`src/hdl/assert_macros.svh`:
```
// Assertion macros used by the receiver top level.
// No dependencies; define NO_ASSERTIONS to compile the checks out.
`ifndef ASSERT_MACROS_SVH
`define ASSERT_MACROS_SVH

`ifndef NO_ASSERTIONS

`define ASSERT_IMPLIES(label, clk, rst_n, ante, cons, msg) \
    label: assert property (@(posedge clk) disable iff (!rst_n) (ante) |-> (cons)) \
        else $error(msg);

`define ASSERT_NEXT(label, clk, rst_n, ante, cons, msg) \
    label: assert property (@(posedge clk) disable iff (!rst_n) (ante) |=> (cons)) \
        else $error(msg);

`else

`define ASSERT_IMPLIES(label, clk, rst_n, ante, cons, msg)

`define ASSERT_NEXT(label, clk, rst_n, ante, cons, msg)

`endif

`endif

```
`src/hdl/srr_pkg.sv`:
```
// Shared types and constants of the SLIP response receiver.
// No dependencies; the other files that use it refer to it by scoped names.
package srr_pkg;

    localparam int FRAME_CAPACITY_DEF = 128;
    localparam int DATA_CAPACITY_DEF  = 32;
    localparam int RUN_LIMIT          = 32;
    localparam int HEADER_BYTES       = 8;

    localparam logic [7:0] SLIP_END     = 8'hC0;
    localparam logic [7:0] SLIP_ESC     = 8'hDB;
    localparam logic [7:0] SLIP_ESC_END = 8'hDC;
    localparam logic [7:0] SLIP_ESC_ESC = 8'hDD;
    localparam logic [7:0] DIR_RESPONSE = 8'h01;

    localparam int CFG_INDEX_W = 2;
    localparam int CFG_DATA_W  = 8;

    localparam logic [7:0] EXPECTED_COMMAND_RST     = 8'd8;
    localparam logic       EXPECT_STATUS_RST        = 1'b1;
    localparam logic [5:0] EXPECTED_DATA_LENGTH_RST = 6'd0;
    localparam logic [3:0] MAX_ATTEMPTS_RST         = 4'd8;

    typedef enum logic [CFG_INDEX_W-1:0] {
        CFG_EXPECTED_COMMAND     = 2'd0,
        CFG_EXPECT_STATUS        = 2'd1,
        CFG_EXPECTED_DATA_LENGTH = 2'd2,
        CFG_MAX_ATTEMPTS         = 2'd3
    } cfg_index_t;

    typedef enum logic [1:0] {
        VERDICT_ACCEPTED  = 2'd0,
        VERDICT_TOO_SHORT = 2'd1,
        VERDICT_NO_STATUS = 2'd2,
        VERDICT_MISMATCH  = 2'd3
    } verdict_t;

    typedef struct packed {
        logic [7:0] expected_command;
        logic       expect_status;
        logic [5:0] expected_data_length;
        logic [3:0] max_attempts;
    } cfg_t;

    // Everything a frame's results share, fixed when the frame closes.
    typedef struct packed {
        verdict_t    verdict;
        logic        gave_up;
        logic [7:0]  direction;
        logic [7:0]  command;
        logic [15:0] size_field;
        logic [31:0] value_field;
        logic        status_present;
        logic [7:0]  status_first;
        logic [7:0]  status_second;
        logic [5:0]  data_count;
    } close_t;

endpackage

```
`src/hdl/srr_rx_if.sv`:
```
// Byte input channel of the receiver.
// Depends on nothing.
interface srr_rx_if;
    logic       valid;
    logic       ready;
    logic [7:0] rx_byte;

    modport source (output valid, output rx_byte, input ready);
    modport sink (input valid, input rx_byte, output ready);
endinterface

```
`src/hdl/srr_res_if.sv`:
```
// Result channel of the receiver: one item per copied data byte, or one if none was copied.
// Depends on nothing.
interface srr_res_if;
    logic        valid;
    logic        ready;
    logic [1:0]  verdict;
    logic        gave_up;
    logic [7:0]  direction;
    logic [7:0]  command;
    logic [15:0] size_field;
    logic [31:0] value_field;
    logic        status_present;
    logic [7:0]  status_first;
    logic [7:0]  status_second;
    logic [5:0]  data_count;
    logic [7:0]  data_byte;
    logic        last_of_run;

    modport source (
        output valid, output verdict, output gave_up, output direction, output command,
        output size_field, output value_field, output status_present,
        output status_first, output status_second, output data_count,
        output data_byte, output last_of_run, input ready
    );
    modport sink (
        input valid, input verdict, input gave_up, input direction, input command,
        input size_field, input value_field, input status_present,
        input status_first, input status_second, input data_count,
        input data_byte, input last_of_run, output ready
    );
endinterface

```
`src/hdl/srr_cfg_if.sv`:
```
// Configuration write channel: register index and write data.
// Depends on srr_pkg for the field widths.
interface srr_cfg_if;
    logic                           valid;
    logic                           ready;
    logic [srr_pkg::CFG_INDEX_W-1:0] index;
    logic [srr_pkg::CFG_DATA_W-1:0]  data;

    modport source (output valid, output index, output data, input ready);
    modport sink (input valid, input index, input data, output ready);
endinterface

```
`src/hdl/srr_ram.sv`:
```
// Generic single-write, single-read RAM with a registered, enabled read port.
// No dependencies.
module srr_ram #(
    parameter int WIDTH = 8,
    parameter int DEPTH = 32
) (
    input  logic                     clk,
    input  logic                     we,
    input  logic [$clog2(DEPTH)-1:0] waddr,
    input  logic [WIDTH-1:0]         wdata,
    input  logic                     re,
    input  logic [$clog2(DEPTH)-1:0] raddr,
    output logic [WIDTH-1:0]         rdata
);

    logic [WIDTH-1:0] mem [DEPTH];
    logic [WIDTH-1:0] rdata_reg;

    always_ff @(posedge clk)
    begin
        if (we)
        begin
            mem[waddr] <= wdata;
        end
        if (re)
        begin
            rdata_reg <= mem[raddr];
        end
    end

    assign rdata = rdata_reg;

endmodule

```
`src/hdl/srr_deframer.sv`:
```
// SLIP deframer: escape handling, header/status capture, data buffer writes
// and the verdict and attempt count at frame close. Depends on srr_pkg.
module srr_deframer #(
    parameter int FRAME_CAPACITY = srr_pkg::FRAME_CAPACITY_DEF,
    parameter int DATA_CAPACITY  = srr_pkg::DATA_CAPACITY_DEF
) (
    input  logic                             clk,
    input  logic                             rst_n,
    input  srr_pkg::cfg_t                    cfg,
    input  logic                             accept,
    input  logic [7:0]                       rx_byte,
    output logic                             close_valid,
    output srr_pkg::close_t                  close_info,
    output logic                             ram_we,
    output logic [$clog2(DATA_CAPACITY)-1:0] ram_waddr,
    output logic [7:0]                       ram_wdata
);

    localparam int BCW = $clog2(FRAME_CAPACITY + 1);
    localparam int AW  = $clog2(DATA_CAPACITY);
    localparam int W   = (BCW > 8) ? BCW : 8;
    localparam int COPY_MAX = (DATA_CAPACITY < srr_pkg::RUN_LIMIT) ?
                              DATA_CAPACITY : srr_pkg::RUN_LIMIT;

    logic           in_frame_reg, in_frame_next;
    logic           esc_reg, esc_next;
    logic [BCW-1:0] count_reg, count_next;
    logic [63:0]    header_reg, header_next;
    logic [15:0]    status_reg, status_next;
    logic [3:0]     attempt_reg, attempt_next;

    logic           keep;
    logic           store;
    logic [7:0]     kept_byte;
    logic [W-1:0]   cnt_w;
    logic [W-1:0]   off;
    logic [W-1:0]   edl_w;
    logic [W-1:0]   copied;
    logic [4:0]     attempt_inc;
    logic           too_short;
    logic           ok;

    assign cnt_w = W'(count_reg);
    assign off   = cnt_w - W'(srr_pkg::HEADER_BYTES);
    assign edl_w = W'(cfg.expected_data_length);

    // Framing and byte storage.
    always_comb
    begin
        in_frame_next = in_frame_reg;
        esc_next      = esc_reg;
        count_next    = count_reg;
        header_next   = header_reg;
        status_next   = status_reg;
        keep          = 1'b0;
        kept_byte     = rx_byte;
        close_valid   = 1'b0;

        if (accept)
        begin
            if (!in_frame_reg)
            begin
                if (rx_byte == srr_pkg::SLIP_END)
                begin
                    in_frame_next = 1'b1;
                    esc_next      = 1'b0;
                    count_next    = '0;
                    header_next   = '0;
                    status_next   = '0;
                end
            end
            else if (esc_reg)
            begin
                esc_next = 1'b0;
                keep     = 1'b1;
                if (rx_byte == srr_pkg::SLIP_ESC_END)
                begin
                    kept_byte = srr_pkg::SLIP_END;
                end
                else if (rx_byte == srr_pkg::SLIP_ESC_ESC)
                begin
                    kept_byte = srr_pkg::SLIP_ESC;
                end
            end
            else if (rx_byte == srr_pkg::SLIP_ESC)
            begin
                esc_next = 1'b1;
            end
            else if (rx_byte == srr_pkg::SLIP_END)
            begin
                // An empty frame is skipped and the opener still stands.
                if (count_reg != '0)
                begin
                    in_frame_next = 1'b0;
                    close_valid   = 1'b1;
                end
            end
            else
            begin
                keep = 1'b1;
            end
        end

        store = keep && (count_reg < BCW'(FRAME_CAPACITY));
        if (store)
        begin
            count_next = count_reg + BCW'(1);
            if (cnt_w < W'(srr_pkg::HEADER_BYTES))
            begin
                header_next[{count_reg[2:0], 3'b000} +: 8] = kept_byte;
            end
            else if (cfg.expect_status)
            begin
                if (off == edl_w)
                begin
                    status_next[7:0] = kept_byte;
                end
                else if (off == edl_w + W'(1))
                begin
                    status_next[15:8] = kept_byte;
                end
            end
        end
    end

    assign ram_we    = store && (cnt_w >= W'(srr_pkg::HEADER_BYTES)) &&
                       (off < W'(DATA_CAPACITY));
    assign ram_waddr = off[AW-1:0];
    assign ram_wdata = kept_byte;

    // Verdict, fields and copy length of the frame that closes now.
    always_comb
    begin
        close_info = '0;
        copied     = '0;
        too_short  = cnt_w < W'(srr_pkg::HEADER_BYTES);

        if (too_short)
        begin
            close_info.verdict = srr_pkg::VERDICT_TOO_SHORT;
        end
        else
        begin
            close_info.direction   = header_reg[7:0];
            close_info.command     = header_reg[15:8];
            close_info.size_field  = header_reg[31:16];
            close_info.value_field = header_reg[63:32];
            if (cfg.expect_status)
            begin
                if (off < edl_w + W'(2))
                begin
                    close_info.verdict = srr_pkg::VERDICT_NO_STATUS;
                end
                else
                begin
                    close_info.status_present = 1'b1;
                    close_info.status_first   = status_reg[7:0];
                    close_info.status_second  = status_reg[15:8];
                    copied                    = edl_w;
                end
            end
            else
            begin
                copied = off;
            end
        end

        if (copied > W'(COPY_MAX))
        begin
            copied = W'(COPY_MAX);
        end
        close_info.data_count = copied[5:0];

        ok = (close_info.direction == srr_pkg::DIR_RESPONSE) &&
             (close_info.command == cfg.expected_command) &&
             (!close_info.status_present || (status_reg == 16'h0000));
        if (!too_short && (close_info.verdict != srr_pkg::VERDICT_NO_STATUS))
        begin
            close_info.verdict = ok ? srr_pkg::VERDICT_ACCEPTED : srr_pkg::VERDICT_MISMATCH;
        end

        // A limit of zero behaves as one, since the incremented count is at least one.
        attempt_inc  = {1'b0, attempt_reg} + 5'd1;
        attempt_next = attempt_reg;
        if (close_valid)
        begin
            if (close_info.verdict == srr_pkg::VERDICT_ACCEPTED)
            begin
                attempt_next = '0;
            end
            else if (attempt_inc >= {1'b0, cfg.max_attempts})
            begin
                close_info.gave_up = 1'b1;
                attempt_next       = '0;
            end
            else
            begin
                attempt_next = attempt_inc[3:0];
            end
        end
    end

    always_ff @(posedge clk or negedge rst_n)
    begin
        if (!rst_n)
        begin
            in_frame_reg <= 1'b0;
            esc_reg      <= 1'b0;
            count_reg    <= '0;
            header_reg   <= '0;
            status_reg   <= '0;
            attempt_reg  <= '0;
        end
        else
        begin
            in_frame_reg <= in_frame_next;
            esc_reg      <= esc_next;
            count_reg    <= count_next;
            header_reg   <= header_next;
            status_reg   <= status_next;
            attempt_reg  <= attempt_next;
        end
    end

endmodule

```
`src/hdl/srr_run_gen.sv`:
```
// Result run generator: walks the data buffer after a frame closes and feeds
// the output register. Depends on srr_pkg and srr_res_if.
module srr_run_gen #(
    parameter int DATA_CAPACITY = srr_pkg::DATA_CAPACITY_DEF
) (
    input  logic                             clk,
    input  logic                             rst_n,
    input  logic                             close_valid,
    input  srr_pkg::close_t                  close_info,
    output logic                             busy,
    output logic                             ram_re,
    output logic [$clog2(DATA_CAPACITY)-1:0] ram_raddr,
    input  logic [7:0]                       ram_rdata,
    srr_res_if.source                        res
);

    localparam int AW = $clog2(DATA_CAPACITY);

    srr_pkg::close_t sum_reg;
    logic            run_active_reg, run_active_next;
    logic [5:0]      idx_reg, idx_next;
    logic            rd_valid_reg, rd_valid_next;
    logic            rd_last_reg, rd_last_next;
    logic            out_valid_reg, out_valid_next;
    srr_pkg::close_t out_info_reg;
    logic [7:0]      out_byte_reg;
    logic            out_last_reg;

    logic [5:0]      run_len;
    logic            issue;
    logic            advance;

    // A frame with no copied data still yields one result.
    assign run_len = (sum_reg.data_count == 6'd0) ? 6'd1 : sum_reg.data_count;
    assign advance = rd_valid_reg && (!out_valid_reg || res.ready);
    assign issue   = run_active_reg && (!rd_valid_reg || advance);

    assign ram_re    = issue;
    assign ram_raddr = idx_reg[AW-1:0];
    assign busy      = run_active_reg || rd_valid_reg;

    always_comb
    begin
        run_active_next = run_active_reg;
        idx_next        = idx_reg;
        rd_last_next    = rd_last_reg;
        rd_valid_next   = rd_valid_reg;
        out_valid_next  = out_valid_reg;

        if (close_valid)
        begin
            run_active_next = 1'b1;
            idx_next        = '0;
        end
        else if (issue)
        begin
            idx_next     = idx_reg + 6'd1;
            rd_last_next = (idx_reg + 6'd1 == run_len);
            if (idx_reg + 6'd1 == run_len)
            begin
                run_active_next = 1'b0;
            end
        end

        if (issue)
        begin
            rd_valid_next = 1'b1;
        end
        else if (advance)
        begin
            rd_valid_next = 1'b0;
        end

        if (advance)
        begin
            out_valid_next = 1'b1;
        end
        else if (res.ready)
        begin
            out_valid_next = 1'b0;
        end
    end

    always_ff @(posedge clk or negedge rst_n)
    begin
        if (!rst_n)
        begin
            run_active_reg <= 1'b0;
            idx_reg        <= '0;
            rd_valid_reg   <= 1'b0;
            rd_last_reg    <= 1'b0;
            out_valid_reg  <= 1'b0;
        end
        else
        begin
            run_active_reg <= run_active_next;
            idx_reg        <= idx_next;
            rd_valid_reg   <= rd_valid_next;
            rd_last_reg    <= rd_last_next;
            out_valid_reg  <= out_valid_next;
        end
    end

    always_ff @(posedge clk)
    begin
        if (close_valid)
        begin
            sum_reg <= close_info;
        end
        if (advance)
        begin
            out_info_reg <= sum_reg;
            out_byte_reg <= (sum_reg.data_count != 6'd0) ? ram_rdata : 8'h00;
            out_last_reg <= rd_last_reg;
        end
    end

    assign res.valid          = out_valid_reg;
    assign res.verdict        = out_info_reg.verdict;
    assign res.gave_up        = out_info_reg.gave_up;
    assign res.direction      = out_info_reg.direction;
    assign res.command        = out_info_reg.command;
    assign res.size_field     = out_info_reg.size_field;
    assign res.value_field    = out_info_reg.value_field;
    assign res.status_present = out_info_reg.status_present;
    assign res.status_first   = out_info_reg.status_first;
    assign res.status_second  = out_info_reg.status_second;
    assign res.data_count     = out_info_reg.data_count;
    assign res.data_byte      = out_byte_reg;
    assign res.last_of_run    = out_last_reg;

endmodule

```
`src/hdl/slip_response_receiver_top.sv`:
```
// Top level of the SLIP response receiver: configuration registers and glue.
// Depends on srr_pkg, the channel interfaces, srr_ram, srr_deframer, srr_run_gen and assert_macros.svh.
// Takes one byte per cycle while no run is in progress; frame bytes produce no result.
// A closing delimiter yields n results (1 to 32), the first via the buffer read and
// output register, then one per cycle while res.ready holds; rx stalls during the run.
// Asynchronous active-low reset clears framing state and attempt count and restores
// the default configuration; the data buffer is not cleared.
`include "assert_macros.svh"

module slip_response_receiver_top #(
    parameter int FRAME_CAPACITY = srr_pkg::FRAME_CAPACITY_DEF,
    parameter int DATA_CAPACITY  = srr_pkg::DATA_CAPACITY_DEF
) (
    input logic       clk,
    input logic       rst_n,
    srr_rx_if.sink    rx,
    srr_res_if.source res,
    srr_cfg_if.sink   cfg
);

    localparam int AW = $clog2(DATA_CAPACITY);

    srr_pkg::cfg_t   cfg_reg, cfg_next;
    logic            accept;
    logic            busy;
    logic            close_valid;
    srr_pkg::close_t close_info;
    logic            ram_we;
    logic [AW-1:0]   ram_waddr;
    logic [7:0]      ram_wdata;
    logic            ram_re;
    logic [AW-1:0]   ram_raddr;
    logic [7:0]      ram_rdata;

    assign cfg.ready = 1'b1;
    assign rx.ready  = !busy;
    assign accept    = rx.valid && rx.ready;

    always_comb
    begin
        cfg_next = cfg_reg;
        if (cfg.valid)
        begin
            unique case (cfg.index)
                srr_pkg::CFG_EXPECTED_COMMAND:     cfg_next.expected_command = cfg.data;
                srr_pkg::CFG_EXPECT_STATUS:        cfg_next.expect_status = cfg.data[0];
                srr_pkg::CFG_EXPECTED_DATA_LENGTH: cfg_next.expected_data_length = cfg.data[5:0];
                srr_pkg::CFG_MAX_ATTEMPTS:         cfg_next.max_attempts = cfg.data[3:0];
                default:                           cfg_next = cfg_reg;
            endcase
        end
    end

    always_ff @(posedge clk or negedge rst_n)
    begin
        if (!rst_n)
        begin
            cfg_reg.expected_command     <= srr_pkg::EXPECTED_COMMAND_RST;
            cfg_reg.expect_status        <= srr_pkg::EXPECT_STATUS_RST;
            cfg_reg.expected_data_length <= srr_pkg::EXPECTED_DATA_LENGTH_RST;
            cfg_reg.max_attempts         <= srr_pkg::MAX_ATTEMPTS_RST;
        end
        else
        begin
            cfg_reg <= cfg_next;
        end
    end

    srr_deframer #(
        .FRAME_CAPACITY (FRAME_CAPACITY),
        .DATA_CAPACITY  (DATA_CAPACITY)
    ) u_deframer (
        .clk         (clk),
        .rst_n       (rst_n),
        .cfg         (cfg_reg),
        .accept      (accept),
        .rx_byte     (rx.rx_byte),
        .close_valid (close_valid),
        .close_info  (close_info),
        .ram_we      (ram_we),
        .ram_waddr   (ram_waddr),
        .ram_wdata   (ram_wdata)
    );

    srr_ram #(
        .WIDTH (8),
        .DEPTH (DATA_CAPACITY)
    ) u_data_ram (
        .clk   (clk),
        .we    (ram_we),
        .waddr (ram_waddr),
        .wdata (ram_wdata),
        .re    (ram_re),
        .raddr (ram_raddr),
        .rdata (ram_rdata)
    );

    srr_run_gen #(
        .DATA_CAPACITY (DATA_CAPACITY)
    ) u_run_gen (
        .clk         (clk),
        .rst_n       (rst_n),
        .close_valid (close_valid),
        .close_info  (close_info),
        .busy        (busy),
        .ram_re      (ram_re),
        .ram_raddr   (ram_raddr),
        .ram_rdata   (ram_rdata),
        .res         (res)
    );

    `ASSERT_NEXT(a_close_stalls_input, clk, rst_n, close_valid, !rx.ready,
        "input not held after frame close")
    `ASSERT_IMPLIES(a_run_holds_input, clk, rst_n, res.valid && !res.last_of_run,
        !rx.ready, "input open inside a run")
    `ASSERT_IMPLIES(a_empty_run_single, clk, rst_n,
        res.valid && (res.data_count == 6'd0),
        res.last_of_run && (res.data_byte == 8'h00), "run without data not single")
    `ASSERT_IMPLIES(a_short_frame_zeroed, clk, rst_n,
        res.valid && (res.verdict == srr_pkg::VERDICT_TOO_SHORT),
        (res.direction == 8'h00) && (res.data_count == 6'd0) && !res.status_present,
        "short frame fields not cleared")

endmodule
```
`src/flat_wrapper.sv`:
```
// flat-port wrapper written by rule: the top's interface ports become plain ports
module slip_response_receiver_top_flat 
#(
    parameter int FRAME_CAPACITY = srr_pkg::FRAME_CAPACITY_DEF,
    parameter int DATA_CAPACITY  = srr_pkg::DATA_CAPACITY_DEF
)
  (clk, rst_n, rx_valid, rx_rx_byte, rx_ready, res_valid, res_verdict, res_gave_up, res_direction, res_command, res_size_field, res_value_field, res_status_present, res_status_first, res_status_second, res_data_count, res_data_byte, res_last_of_run, res_ready, cfg_valid, cfg_index, cfg_data, cfg_ready);
  srr_rx_if rx_i ();
  srr_res_if res_i ();
  srr_cfg_if cfg_i ();
  input logic clk;
  input logic rst_n;
  input wire logic [$bits(rx_i.valid)-1:0] rx_valid;
  input wire logic [$bits(rx_i.rx_byte)-1:0] rx_rx_byte;
  output wire logic [$bits(rx_i.ready)-1:0] rx_ready;
  output wire logic [$bits(res_i.valid)-1:0] res_valid;
  output wire logic [$bits(res_i.verdict)-1:0] res_verdict;
  output wire logic [$bits(res_i.gave_up)-1:0] res_gave_up;
  output wire logic [$bits(res_i.direction)-1:0] res_direction;
  output wire logic [$bits(res_i.command)-1:0] res_command;
  output wire logic [$bits(res_i.size_field)-1:0] res_size_field;
  output wire logic [$bits(res_i.value_field)-1:0] res_value_field;
  output wire logic [$bits(res_i.status_present)-1:0] res_status_present;
  output wire logic [$bits(res_i.status_first)-1:0] res_status_first;
  output wire logic [$bits(res_i.status_second)-1:0] res_status_second;
  output wire logic [$bits(res_i.data_count)-1:0] res_data_count;
  output wire logic [$bits(res_i.data_byte)-1:0] res_data_byte;
  output wire logic [$bits(res_i.last_of_run)-1:0] res_last_of_run;
  input wire logic [$bits(res_i.ready)-1:0] res_ready;
  input wire logic [$bits(cfg_i.valid)-1:0] cfg_valid;
  input wire logic [$bits(cfg_i.index)-1:0] cfg_index;
  input wire logic [$bits(cfg_i.data)-1:0] cfg_data;
  output wire logic [$bits(cfg_i.ready)-1:0] cfg_ready;
  assign rx_i.valid = rx_valid;
  assign rx_i.rx_byte = rx_rx_byte;
  assign rx_ready = rx_i.ready;
  assign res_valid = res_i.valid;
  assign res_verdict = res_i.verdict;
  assign res_gave_up = res_i.gave_up;
  assign res_direction = res_i.direction;
  assign res_command = res_i.command;
  assign res_size_field = res_i.size_field;
  assign res_value_field = res_i.value_field;
  assign res_status_present = res_i.status_present;
  assign res_status_first = res_i.status_first;
  assign res_status_second = res_i.status_second;
  assign res_data_count = res_i.data_count;
  assign res_data_byte = res_i.data_byte;
  assign res_last_of_run = res_i.last_of_run;
  assign res_i.ready = res_ready;
  assign cfg_i.valid = cfg_valid;
  assign cfg_i.index = cfg_index;
  assign cfg_i.data = cfg_data;
  assign cfg_ready = cfg_i.ready;
  slip_response_receiver_top #(.FRAME_CAPACITY(FRAME_CAPACITY), .DATA_CAPACITY(DATA_CAPACITY)) u_core (.clk(clk), .rst_n(rst_n), .rx(rx_i), .res(res_i), .cfg(cfg_i));
endmodule
```
`config.mk`:
```
export PLATFORM = sky130hd
export DESIGN_NAME = slip_response_receiver_top_flat
export DESIGN_NICKNAME = d
export VERILOG_FILES = /design/src/hdl/srr_pkg.sv /design/src/hdl/srr_rx_if.sv /design/src/hdl/srr_res_if.sv /design/src/hdl/srr_cfg_if.sv /design/src/hdl/srr_ram.sv /design/src/hdl/srr_deframer.sv /design/src/hdl/srr_run_gen.sv /design/src/hdl/slip_response_receiver_top.sv /design/src/flat_wrapper.sv
export VERILOG_INCLUDE_DIRS = /design/src /design/src/hdl
export SDC_FILE = /design/constraint.sdc
export NUM_CORES = 1
export LEC_CHECK = 0
export ABC_AREA = 0
export BUFFER_PORTS_ARGS = -buffer_cell sky130_fd_sc_hd__buf_2
export CELL_PAD_IN_SITES_DETAIL_PLACEMENT = 0
export CELL_PAD_IN_SITES_GLOBAL_PLACEMENT = 1
export CORE_MARGIN = 1.5
export CORE_UTILIZATION = 35
export DETAILED_ROUTE_END_ITERATION = 8
export PLACE_DENSITY_LB_ADDON = 0.1
export RECOVER_POWER = 100
export SYNTH_ARGS = -nofsm -noshare
export SYNTH_HDL_FRONTEND = slang
export SYNTH_SLANG_ARGS = --single-unit
export TNS_END_PERCENT = 100
```
`constraint.sdc`:
```
create_clock -name clk -period 12.34 [get_ports clk]
set_input_delay 2.468 -clock clk [delete_from_list [all_inputs] [get_ports clk]]
set_output_delay 2.468 -clock clk [all_outputs]
set_load 0.01 [all_outputs]
```
Yosys cells after proc, flatten, opt, wreduce, memory -nomap -nowiden:

Memory sizes are Yosys's and may differ from the RTL's. A register that Yosys moved wholly into a read port is not among the register bits.
Index checks and enable logic that the tools add are counted.

* register bits after elaboration: 312
* memories: 1
* bits in writable memories: 256

Memories
* u_core.u_data_ram.mem: words 32, width 8, rd ports 1, clocked after memory_dff 1, wr ports 1, RTL line srr_ram.sv:16 `logic [WIDTH-1:0] mem [DEPTH];`

* magnitude comparators: 7
* reduce and logical (&&, ||, !) cells: 40
* add/subtract/negate cells: 7
* shift-type cells: 2
* bitwise logic cells: 2
* mux-type cells: 71
* eq/ne operators: 14

Operator list (count)
* $mux 64: 5
* $mux 8: 14
* $mux 16: 6
* $mux 81: 1
* $bwmux 64: 1
* $shift 8x8->64 const A: 1
* $shiftx 8x8->64: 1
* $mux 17: 2
* $eq 8x8->1 const B: 4
* $mux 1: 31
* $mux 6: 4
* $logic_not 16->1: 1
* $reduce_and 2->1: 7
* $reduce_bool 2->1: 7
* $mux 2: 5
* $logic_and 1x1->1: 9
* $add 8x1->8 const B: 1
* $eq 8x1->1 const B: 1
* $eq 8x6->1: 1
* $eq 8x7->1: 1
* $eq 8x8->1: 1
* $ge 8x4->1 const B: 1
* $gt 8x6->1 const B: 1
* $lt 8x4->1 const B: 1
* 25 further kinds: 36

Logic depth before layout (Yosys ltp):

Gate-level depths: netlist of the first run.

* word-level depth: 12
* mapped depth: 13
* mapped depth without buffers: 11

By module:

From an unflattened synthesis of the first run, not the netlist that was laid out.

* cell total of the unflattened synthesis: 1365
* area total of the unflattened synthesis: 22881.9 um2

Modules (own cells, without submodules)
* srr_ram: times used 1, area each 10133.5 um2, seq. area each 7927.6 um2, cells an instance 417
* srr_run_gen: times used 1, area each 6394.9 um2, seq. area each 5925.7 um2, cells an instance 270
* srr_deframer: times used 1, area each 5600.4 um2, seq. area each 2352.3 um2, cells an instance 632
* slip_response_receiver_top: times used 1, area each 753.2 um2, seq. area each 479.2 um2, cells an instance 46

Least setup slack after synthesis of the first run:

OpenSTA, ideal clock, no wires.

* path type: input-to-reg
* start: input port res_ready
* end: register u_core.u_run_gen.out_info_reg (netlist bit u_core.u_run_gen.res.command[0]), enable pin
* cell stages on the path: 2
* buffers on the path: 0
* path slack: 4864 ps
* arrival time: 6907 ps
* path through: nor2b_1 -> nor2b_1

* cells in the longest elaborated chain, start to end: 2

RTL lines
* start, declared: RTL line flat_wrapper.sv:29 `input wire logic [$bits(res_i.ready)-1:0] res_ready;`
* $logic_or 1x1->1: RTL line srr_run_gen.sv:35 `assign advance = rd_valid_reg && (!out_valid_reg || res.ready);`
* $logic_and 1x1->1: RTL line srr_run_gen.sv:35
* net u_core.u_run_gen.advance: RTL line srr_run_gen.sv:31 `logic advance;`
* end signal, assigned: RTL line srr_run_gen.sv:112 `out_info_reg <= sum_reg;`
* end, declared: RTL line srr_run_gen.sv:25 `srr_pkg::close_t out_info_reg;`

The timed path passes the listed nets, and every way through them passes these cells.
A chain may end at the register's enable or synchronous reset.

Worst setup path after layout of the first run:

* start: input port rx_rx_byte[0]
* end: register u_core.u_deframer.header_reg[23]

* cells in the longest elaborated chain, start to end: 10
* elaborated cells on any way between the ends: 22
* those cells by class: 4 x eq/ne; 1 x shift; 16 x mux; 1 x reduce/logical

RTL lines
* start, declared: RTL line flat_wrapper.sv:14 `input wire logic [$bits(rx_i.rx_byte)-1:0] rx_rx_byte;`
* $eq 8x8->1: RTL line srr_deframer.sv:80 `else if (rx_byte == srr_pkg::SLIP_ESC_ESC)`
* $mux 8: RTL line srr_deframer.sv:80
* $mux 8: RTL line srr_deframer.sv:76 `if (rx_byte == srr_pkg::SLIP_ESC_END)`
* $mux 8: RTL line srr_deframer.sv:72 `else if (esc_reg)`
* $mux 8: RTL line srr_deframer.sv:61 `if (!in_frame_reg)`
* $mux 8: RTL line srr_deframer.sv:59 `if (accept)`
* $shiftx 8x8->64: RTL line srr_deframer.sv:110 `header_next[{count_reg[2:0], 3'b000} +: 8] = kept_byte;`
* $bwmux 64: RTL line srr_deframer.sv:110
* $mux 64: RTL line srr_deframer.sv:108 `if (cnt_w < W'(srr_pkg::HEADER_BYTES))`
* $mux 64 (*): RTL line srr_deframer.sv:105 `if (store)`
* net u_core.u_deframer.header_next[23]: RTL line srr_deframer.sv:28 `logic [63:0] header_reg, header_next;`
* end signal, assigned: RTL line srr_deframer.sv:219 `header_reg <= header_next;`
* end, declared: RTL line srr_deframer.sv:28

Mark *: on every way through the listed nets, which the timed path passes. The rest lies on a longest branch.

==> results of run 1 <==
[worst max-delay path by stage]
stage and endpoint:
2_1_floorplan u_core.u_run_gen.res.command[0], 3_3_place_gp u_core.u_data_ram.mem[3][3], 3_5_place_dp u_core.u_data_ram.mem[3][3], 4_1_cts u_core.u_data_ram.mem[3][4], 5_1_grt u_core.u_deframer.status_reg[1], 6_report u_core.u_deframer.header_reg[23]
[placed cells by master, fill, tap and decap left out, types with 19 or more instances in the layout]
cell,count
buf_2,19
clkbuf_1,131
clkbuf_16,61
dfrtp_1,119
edfxtp_1,453
ha_1,27
inv_1,29
mux2_2,23
mux4_2,80
nand2_1,92
nand3_1,75
nor2_1,62
nor2b_1,72
o21ai_0,78
[cells in the mapped netlist (7+ instances only)]
cell	instances	area, sq um
edfxtp_1	453	13600
dfrtp_1	120	3003
nand2_1	92	345.3
mux4_2	80	1802
nand3_1	75	375.4
nor2b_1	72	450.4
o21ai_0	70	350.3
nor2_1	62	232.7
clkbuf_1	45	168.9
and2_1	31	193.9
inv_1	29	108.9
ha_1	27	337.8
mux2_2	27	304.0
mux2i_1	18	180.2
xnor2_1	18	157.7
nand4_1	17	106.4
buf_1	12	45.04
a21oi_1	11	55.05
nor3_1	11	55.05
nor4_1	11	68.82
o31ai_1	11	82.58
xor2_1	9	78.83
o21ai_2	8	70.07
a31oi_1	7	43.79
buf_2	7	35.03
[per-stage QoR]
step                      utilization [%]  power [mW]  cells  worst slack (ns)
after floorplan                         -       3.307   1415             4.864
after global placement              37.95       3.758   2338             6.365
after detailed placement            37.95       3.760   2338             6.251
after CTS                           41.22       5.687   2453             6.946
after global routing                40.84       5.898   2453             3.553
final                               40.84       5.602   2453             4.262
[metal layers]
layer	vias to the layer above	global-route usage, %
met5	-	0
met4	0	4.328
met3	75	3.372
met2	322	26.76
met1	6464	25.80
li1	5660	-
[worst max-delay path, stage by stage]
cell,delay [ns]
buf_2,0.07
clkbuf_1,1.76
nor2_1,0.24
nand4_1,0.32
or3_2,0.15
clkbuf_1,2.84
a21boi_0,0.42
a41oi_1,0.31
[where the power goes]
| part | internal [mW] | total [mW] | switching (mW) |
|---|---|---|---|
| registers | 2.28 | 2.45 | 0.161 |
| logic | 0.518 | 1.25 | 0.732 |
| clock network | 1.14 | 1.91 | 0.769 |
| total | 3.94 | 5.60 | 1.66 |
[cell type report]
class,count,area (sq um)
fillers,5941,38340
flip-flops and latches,576,16690
multi-input cells,738,5919
clock buffers,78,1610
well taps,855,1070
repair buffers,140,568.0
clock inverters,37,506.7
inverters,29,108.9
[cells by family after synthesis]
family | after synthesis | share of synthesized area, %
other cells | 1 | 0.01625
compound gates | 135 | 3.649
simple gates | 423 | 9.732
mux | 125 | 9.905
xor+xnor | 27 | 1.025
fa+ha+maj | 27 | 1.464
buf+inv | 101 | 1.914
flops | 576 | 72.30
==> impl_metrics.py, run 1 <==
metrics = {
    "flow_run": {
        "maxCapViolCount": 15,
    },
    "place": {
        "dp_hpwl_um": 37480,
        "postPlaceCellArea_sq_um": 24600,
        "numPortBuffers": 123,
        "gp_congestion": 0.7753,
    },
    "clock_tree": {
        "hold_buffers": 0,
        "cts_tree": "yes",
        "cts_made_buffers": 61,
        "cts_buffer_depth": 3,
        "path_clk_slew_ns": 0.06,
        "post_cts_buffers": 0,
        "cts_resized": 0,
        "cts_sinks": 576,
        "clk_root_buffer_cell": "clkbuf_16",
        "htreeDepth": 2,
        "clk-insertion-delay-late_ns": 0.66,
    },
    "synth": {
        "syn_area_sq_um": 23080,
        "synth-async-reset-ratio_pct": 21.35,
        "synth_top_flop_cell": "edfxtp_1",
        "ys_ff_latch": 576,
        "synth.distinct_cells": 68,
        "yosysSeqAreaShare_pct": 72.30,
        "synthesis.nets": 1465,
        "synth_area_per_cell_sq_um": 16.31,
        "synth_edf_count": 453,
        "synth_cells": 1415,
        "synth_warnings": 0,
    },
    "sta": {
        "worst_pin_slew_ns": 4.739,
        "slew_viol_final": 738,
        "final.setup.tns_ns": 0,
        "setup_viol": 0,
        "period_share_pct": 65.46,
        "slew_headroom_pct": -215.9,
        "clock.fmax_mhz": 123.8,
        "hold_viol": 0,
        "fin_crit_ns": 8.078,
        "finClkSkew_ns": 0.05282,
        "timing.hold.ws_ns": 0.3862,
        "rsz0062_at_grt": "false",
    },
    "outcome": {
        "status": "complete, but fails checks",
        "violations": "capacitance limit, slew limit",
    },
    "critical_path": {
        "crit_path_max_fanout": 85,
        "arrival_ns": 8.64,
        "r2r-end": "u_core.u_data_ram.rdata[6]",
        "start_kind": "primary input",
        "critPathRequiredTime_ns": 12.90,
        "cp-startpoint": "rx_rx_byte[0]",
        "worst_setup_path_end_kind": "register",
        "reg2regPathDepth": 4,
        "rr_startpoint": "u_core.u_run_gen.idx_reg[0]",
        "critical_path_class": "primary input to register",
        "r2r_slack_ns": 6.19,
    },
    "routing": {
        "topRoutingLayerUsed": "met4",
        "wirelength_um": 58220,
        "drc_errors": 0,
        "met3_length_um": 3095,
        "wl_per_cell_um": 23.73,
        "drt-pass1-iter-count": 4,
        "ant_nets": 0,
        "wl_met2_um": 26690,
        "vias": 12520,
        "vias_per_cell": 5.104,
        "drtIter0Drc": 896,
        "met1_length_um": 27260,
    },
    "die": {
        "num_rows": 93,
        "coreArea_sq_um": 64810,
        "dieArea_sq_um": 67490,
        "start_util_pct": 35.61,
        "num_io_pins": 125,
        "die_w_um": 259.8,
        "die_h_um": 259.8,
    },
    "global_route": {
        "grt_max_degree": 86,
        "antenna_found_initial": 0,
        "overflow": 0,
        "grt_use_total_pct": 17.55,
        "grt_pass1_vias": 13050,
        "grt_pass1_wl_um": 87480,
    },
    "cells_and_area": {
        "drive_gt1_share_pct": 14.89,
        "antennaDiodeCount": 0,
        "final_nets": 1596,
        "largest_register_ffs": 256,
        "fin_area_sq_um": 26470,
        "syn2layout_area_growth_pct": 14.69,
    },
    "min_path": {
        "whs_endpoint": "u_core.u_run_gen.res.status_second[1]",
        "holdPathStages": 0,
        "hold_path_class": "register to register",
        "worstHoldStart": "u_core.u_run_gen.sum_reg[7]",
    },
    "power": {
        "cellPowerDensity_nw_per_um2": 211.6,
        "peakVddDrop_mv": 0.1310,
        "power.leakage_nw": 9.159,
    },
}
Power figures use the tool's default switching activity.
==> run 2, diff against run 1 <==
==> constraint.sdc (replaced) <==
create_clock -name clk -period 6.85 [get_ports clk]
set_input_delay 1.37 -clock clk [delete_from_list [all_inputs] [get_ports clk]]
set_output_delay 1.37 -clock clk [all_outputs]
set_load 0.01 [all_outputs]
==> run 2 against run 1 <==
Compared with the run above: the flow still finishes with violations (capacitance limit, slew limit); cell area about the same; cell count about the same; combinational power up 76%; critical endpoint is now u_core.u_deframer.header_reg[11].
==> impl_metrics.py, run 2 (synthesis gave the netlist of run 1 again) <==
metrics = {
    "sta": {
        "slew_headroom_pct": -119.6,
        "slew_viol_final": 451,
        "worst_pin_slew_ns": 3.293,
        "setup_viol": 0,
        "setup_slack_ns": 1.592,
        "final.setup.tns_ns": 0,
        "rsz0062_at_grt": "false",
        "fin_crit_ns": 5.258,
        "hold_viol": 0,
        "clock.fmax_mhz": 190.2,
        "finClkSkew_ns": 0.02125,
        "period_share_pct": 76.76,
    },
    "cells_and_area": {
        "final_common_cell": "edfxtp_1",
        "largest_register_ffs": 256,
        "num-fill-cells": 5971,
        "final_nets": 1597,
        "drive_gt1_share_pct": 15.46,
        "syn2layout_area_growth_pct": 14.81,
        "layout_common_cells": "453 x edfxtp_1, 119 x clkbuf_1, 119 x dfrtp_1, 92 x nand2_1, 80 x mux4_2",
    },
    "global_route": {
        "overflow": 0,
        "grt_pass1_vias": 12720,
        "grt_pass1_wl_um": 86080,
        "grt_use_total_pct": 17.41,
        "antenna_found_initial": 0,
        "grt_max_degree": 86,
    },
    "clock_tree": {
        "cts_resized": 0,
        "post_cts_buffers": 0,
        "path_clk_slew_ns": 0.06,
        "cts_made_buffers": 61,
        "hold_buffers": 0,
        "cts_tree": "yes",
        "clk_root_buffer_cell": "clkbuf_16",
        "cts_sinks": 576,
        "clk-insertion-delay-late_ns": 0.63,
        "htreeDepth": 2,
        "cts_buffer_depth": 3,
    },
    "critical_path": {
        "cp_cell_sequence": "buf_2 -> clkbuf_1 -> and3b_1 -> nand4_1 -> nor2_1 -> nand2_1 -> nand2_1 -> inv_1 -> nand2_1 -> o21ai_0",
        "cp_num_buf_inv": 3,
        "critPathRequiredTime_ns": 7.32,
        "reg2regPathDepth": 4,
        "crit_top_cell": "nand2_1",
        "path_delay_family": "buffers and inverters",
        "worst_setup_path_end_kind": "register",
        "crit_path_max_fanout": 38,
        "worstSetupPathDepth": 10,
        "arrival_ns": 5.73,
        "critical_path_class": "primary input to register",
        "critPathMaxStageDelay_ns": 1.62,
        "start_kind": "primary input",
        "cpMaxStageDelayCell": "clkbuf_1",
    },
    "place": {
        "numPortBuffers": 123,
        "gp_congestion": 0.7717,
        "dp_hpwl_um": 37410,
        "preCtsSetupSlack_ns": 1.906,
    },
    "routing": {
        "wl_per_cell_um": 23.68,
        "ant_nets": 0,
        "wirelength_um": 58100,
        "vias": 12570,
        "drt-pass1-iter-count": 5,
        "vias_per_cell": 5.122,
        "drtIter0Drc": 923,
        "drc_errors": 0,
    },
    "die": {
        "die_h_um": 259.8,
        "dieArea_sq_um": 67490,
        "start_util_pct": 35.61,
        "die_w_um": 259.8,
        "coreArea_sq_um": 64810,
        "num_io_pins": 125,
        "num_rows": 93,
    },
    "outcome": {
        "violations": "capacitance limit, slew limit",
        "status": "complete, but fails checks",
    },
    "min_path": {
        "holdPathStages": 0,
        "hold_path_class": "register to register",
    },
    "power": {
        "power.leakage_nw": 9.192,
        "peakVddDrop_mv": 0.1920,
        "cellPowerDensity_nw_per_um2": 381.3,
    },
    "flow_run": {
        "maxCapViolCount": 11,
    },
}
[run 2: area by class of cell]
cell class | count | area [sq um] | share of cell area (%)
Clock inverter | 45 | 533.0 | 2.012
Tap cell | 855 | 1070 | 4.038
Multi-Input combinational cell | 738 | 5923 | 22.36
Antenna cell | 1 | 2.502 | 0.009445
Timing Repair Buffer | 141 | 593.1 | 2.238
Sequential cell | 576 | 16690 | 62.99
Inverter | 29 | 108.9 | 0.4108
Clock buffer | 69 | 1577 | 5.950
[run 2: path summary, 6_finish.rpt]
| kind | startpoint | to | slack [ns] |
|---|---|---|---|
| worst max-delay path | rx_rx_byte[7] | u_core.u_deframer.header_reg[11] | 1.59 |
| worst min-delay path | u_core.u_run_gen.sum_reg[82] | u_core.u_run_gen.res.direction[3] | 0.41 |
| worst max register to register | u_core.u_run_gen.idx_reg[1] | u_core.u_data_ram.rdata[6] | 2.18 |
| worst min register to register | u_core.u_run_gen.sum_reg[82] | u_core.u_run_gen.res.direction[3] | 0.41 |
| max in group asynchronous | rst_n | u_core.u_deframer.header_reg[33] | 2.56 |
| min in group asynchronous | rst_n | u_core.u_deframer.attempt_reg[1] | 0.72 |
[run 2: routing by layer]
metal	track usage, %	wire length, um	vias up	part of all wire [%]
li1	-	-	5681	-
met1	25.90	28040	6496	48
met2	26.17	26080	318	45
met3	3.411	2932	75	5.0
met4	4.167	1052	0	1.8
met5	0	0	-	0
[run 2: per-stage QoR]
stage	cells	power (mW)	hold slack (ns)	instance area, sq um	util, %
after floorplan	1415	5.958	0.4003	23080	-
after global placement	2339	6.784	0.4046	24620	37.98
after detailed placement	2339	6.774	0.4045	24620	37.98
after CTS	2453	10.27	0.4132	26730	41.23
after global routing	2453	10.61	0.4206	26490	40.88
final	2454	10.10	0.4131	26500	40.88
[run 2: worst register-to-register path, cell delays in order (launching register included)]
cell      delay, ns
dfrtp_1        1.29
clkbuf_1       1.67
mux4_2         0.54
mux4_2         0.50
mux2_1         0.38
[run 2: report_power, final]
| group | internal, mW | switching [mW] |
|---|---|---|
| combinational | 0.918 | 1.28 |
| clock | 2.07 | 1.38 |
| sequential | 4.11 | 0.340 |
==> run 3, diff against run 2 <==
==> constraint.sdc (replaced) <==
create_clock -name clk -period 5.2 [get_ports clk]
set_input_delay 1.04 -clock clk [delete_from_list [all_inputs] [get_ports clk]]
set_output_delay 1.04 -clock clk [all_outputs]
set_load 0.01 [all_outputs]
==> run 3 against run 2 <==
Compared with the run above: the flow still finishes with violations (capacitance limit, slew limit); power grew 31%; via count rose by 1.6%; register-to-register slack lost 1.2 ns; critical path depth shrank 2; first-iteration DRC count fell by 12%; combinational power increased by 30%; clock skew is 0.023 ns higher; non-clock buffer count up 38; routed wire length rose by 0.68%; critical path type unchanged; critical endpoint is now u_core.u_deframer.header_reg[9]; largest cell class unchanged.
==> impl_metrics.py, run 3 (synthesis gave the netlist of run 1 again) <==
metrics = {
    "critical_path": {
        "start_kind": "primary input",
        "worst_setup_path_end_kind": "register",
        "critical_path_class": "primary input to register",
        "arrival_ns": 4.88,
        "critPathRequiredTime_ns": 5.74,
        "crit_path_max_fanout": 39,
    },
    "global_route": {
        "grt_pass1_wl_um": 87190,
        "antenna_found_initial": 0,
        "grt_pass1_vias": 13170,
        "grt_use_total_pct": 17.45,
        "overflow": 0,
        "grt_max_degree": 86,
    },
    "place": {
        "dp_hpwl_um": 37910,
        "dpl.cell_count": 2377,
        "preCtsSetupSlack_ns": 1.398,
        "gp_congestion": 0.7996,
        "numPortBuffers": 123,
        "postPlaceCellArea_sq_um": 24930,
    },
    "cells_and_area": {
        "fin_util_pct": 41.04,
        "final_common_cell": "edfxtp_1",
        "syn2layout_area_growth_pct": 15.25,
        "layout_common_cells": "453 x edfxtp_1, 162 x clkbuf_1, 119 x dfrtp_1, 92 x nand2_1, 80 x mux4_2",
        "largest_register_ffs": 256,
        "drive_gt1_share_pct": 14.42,
        "antennaDiodeCount": 0,
        "fin_area_sq_um": 26600,
        "final-instance-count-excl-fill": 2492,
        "num-fill-cells": 5981,
        "final_nets": 1635,
    },
    "power": {
        "power.leakage_nw": 9.196,
        "power_mw": 13.22,
        "cellPowerDensity_nw_per_um2": 496.9,
        "peakVddDrop_mv": 0.3998,
    },
    "routing": {
        "wirelength_um": 58490,
        "drtIter0Drc": 814,
        "vias_per_cell": 5.124,
        "vias": 12770,
        "wl_per_cell_um": 23.47,
        "drt-pass1-iter-count": 5,
        "drc_errors": 0,
        "ant_nets": 0,
    },
    "outcome": {
        "violations": "capacitance limit, slew limit",
        "status": "complete, but fails checks",
    },
    "sta": {
        "rsz0062_at_grt": "false",
        "worst_pin_slew_ns": 3.205,
        "hold_viol": 0,
        "setup_viol": 0,
        "slew_headroom_pct": -113.7,
        "clock.fmax_mhz": 230.1,
        "fin_crit_ns": 4.346,
        "period_share_pct": 83.58,
        "slew_viol_final": 381,
        "final.setup.tns_ns": 0,
        "finClkSkew_ns": 0.04462,
        "timing.hold.ws_ns": 0.3959,
        "setup_slack_ns": 0.8538,
    },
    "min_path": {
        "hold_path_class": "primary input to asynchronous set/reset pin",
    },
    "clock_tree": {
        "post_cts_buffers": 0,
        "clk-insertion-delay-late_ns": 0.64,
        "cts_made_buffers": 61,
        "clk_root_buffer_cell": "clkbuf_16",
        "cts_sinks": 576,
        "htreeDepth": 2,
        "path_clk_slew_ns": 0.06,
        "cts_buffer_depth": 3,
        "hold_buffers": 0,
        "cts_tree": "yes",
        "cts_resized": 0,
    },
    "flow_run": {
        "maxCapViolCount": 10,
    },
    "die": {
        "start_util_pct": 35.61,
        "die_h_um": 259.8,
        "dieArea_sq_um": 67490,
        "die_w_um": 259.8,
        "coreArea_sq_um": 64810,
        "num_rows": 93,
        "num_io_pins": 125,
    },
}
run 3: cell type report:
| type | instances | area, sq um | area share [%] |
|---|---|---|---|
| sequential | 576 | 16690 | 62.74 |
| multi-input combinational | 738 | 5903 | 22.19 |
| clock buffer | 76 | 1633 | 6.139 |
| tap | 855 | 1070 | 4.022 |
| timing repair buffer | 179 | 772.0 | 2.902 |
| clock inverter | 39 | 422.9 | 1.590 |
| inverter | 29 | 108.9 | 0.4093 |
run 3: per-layer routing:
| metal | routed length (um) | global-route usage (%) | share of wire, % | vias to the layer above |
|---|---|---|---|---|
| li1 | - | - | - | 5748 |
| met1 | 28170 | 26.38 | 48 | 6604 |
| met2 | 26300 | 26.26 | 45 | 345 |
| met3 | 3037 | 2.710 | 5.2 | 72 |
| met4 | 983 | 4.280 | 1.7 | 0 |
| met5 | 0 | 0 | 0 | - |
run 3: worst paths after layout:
| check | start | to | slack, ns | depth (start not counted) |
|---|---|---|---|---|
| setup / recovery | rx_rx_byte[0] | u_core.u_deframer.header_reg[9] | 0.85 | 8 |
| hold / removal | rst_n | u_core.cfg_reg[4] | 0.40 | 1 |
| setup reg to reg | u_core.u_run_gen.idx_reg[1] | u_core.u_data_ram.rdata[2] | 0.97 | 3 |
| hold reg to reg | u_core.u_run_gen.sum_reg[80] | u_core.u_run_gen.res.direction[1] | 0.42 | 0 |
| max in group asynchronous | rst_n | u_core.u_deframer.status_reg[12] | 2.31 | 2 |
| min in group clk | u_core.u_run_gen.sum_reg[80] | u_core.u_run_gen.res.direction[1] | 0.42 | 0 |
run 3: power breakdown:
| group | switching (mW) | leakage, nW | internal (mW) |
|---|---|---|---|
| Combinational | 1.62 | 2.41 | 1.25 |
| Sequential | 0.510 | 5.78 | 5.41 |
| Clock | 1.84 | 1.00 | 2.58 |
| Total | 3.97 | 9.20 | 9.25 |
run 3: critical path, stage by stage:
cell and delay [ns]:
clkbuf_1 0.22, clkbuf_1 1.73, a21oi_1 0.14, buf_4 0.30, inv_1 0.09, clkbuf_2 0.76
nand2_1 0.34, o21ai_0 0.24
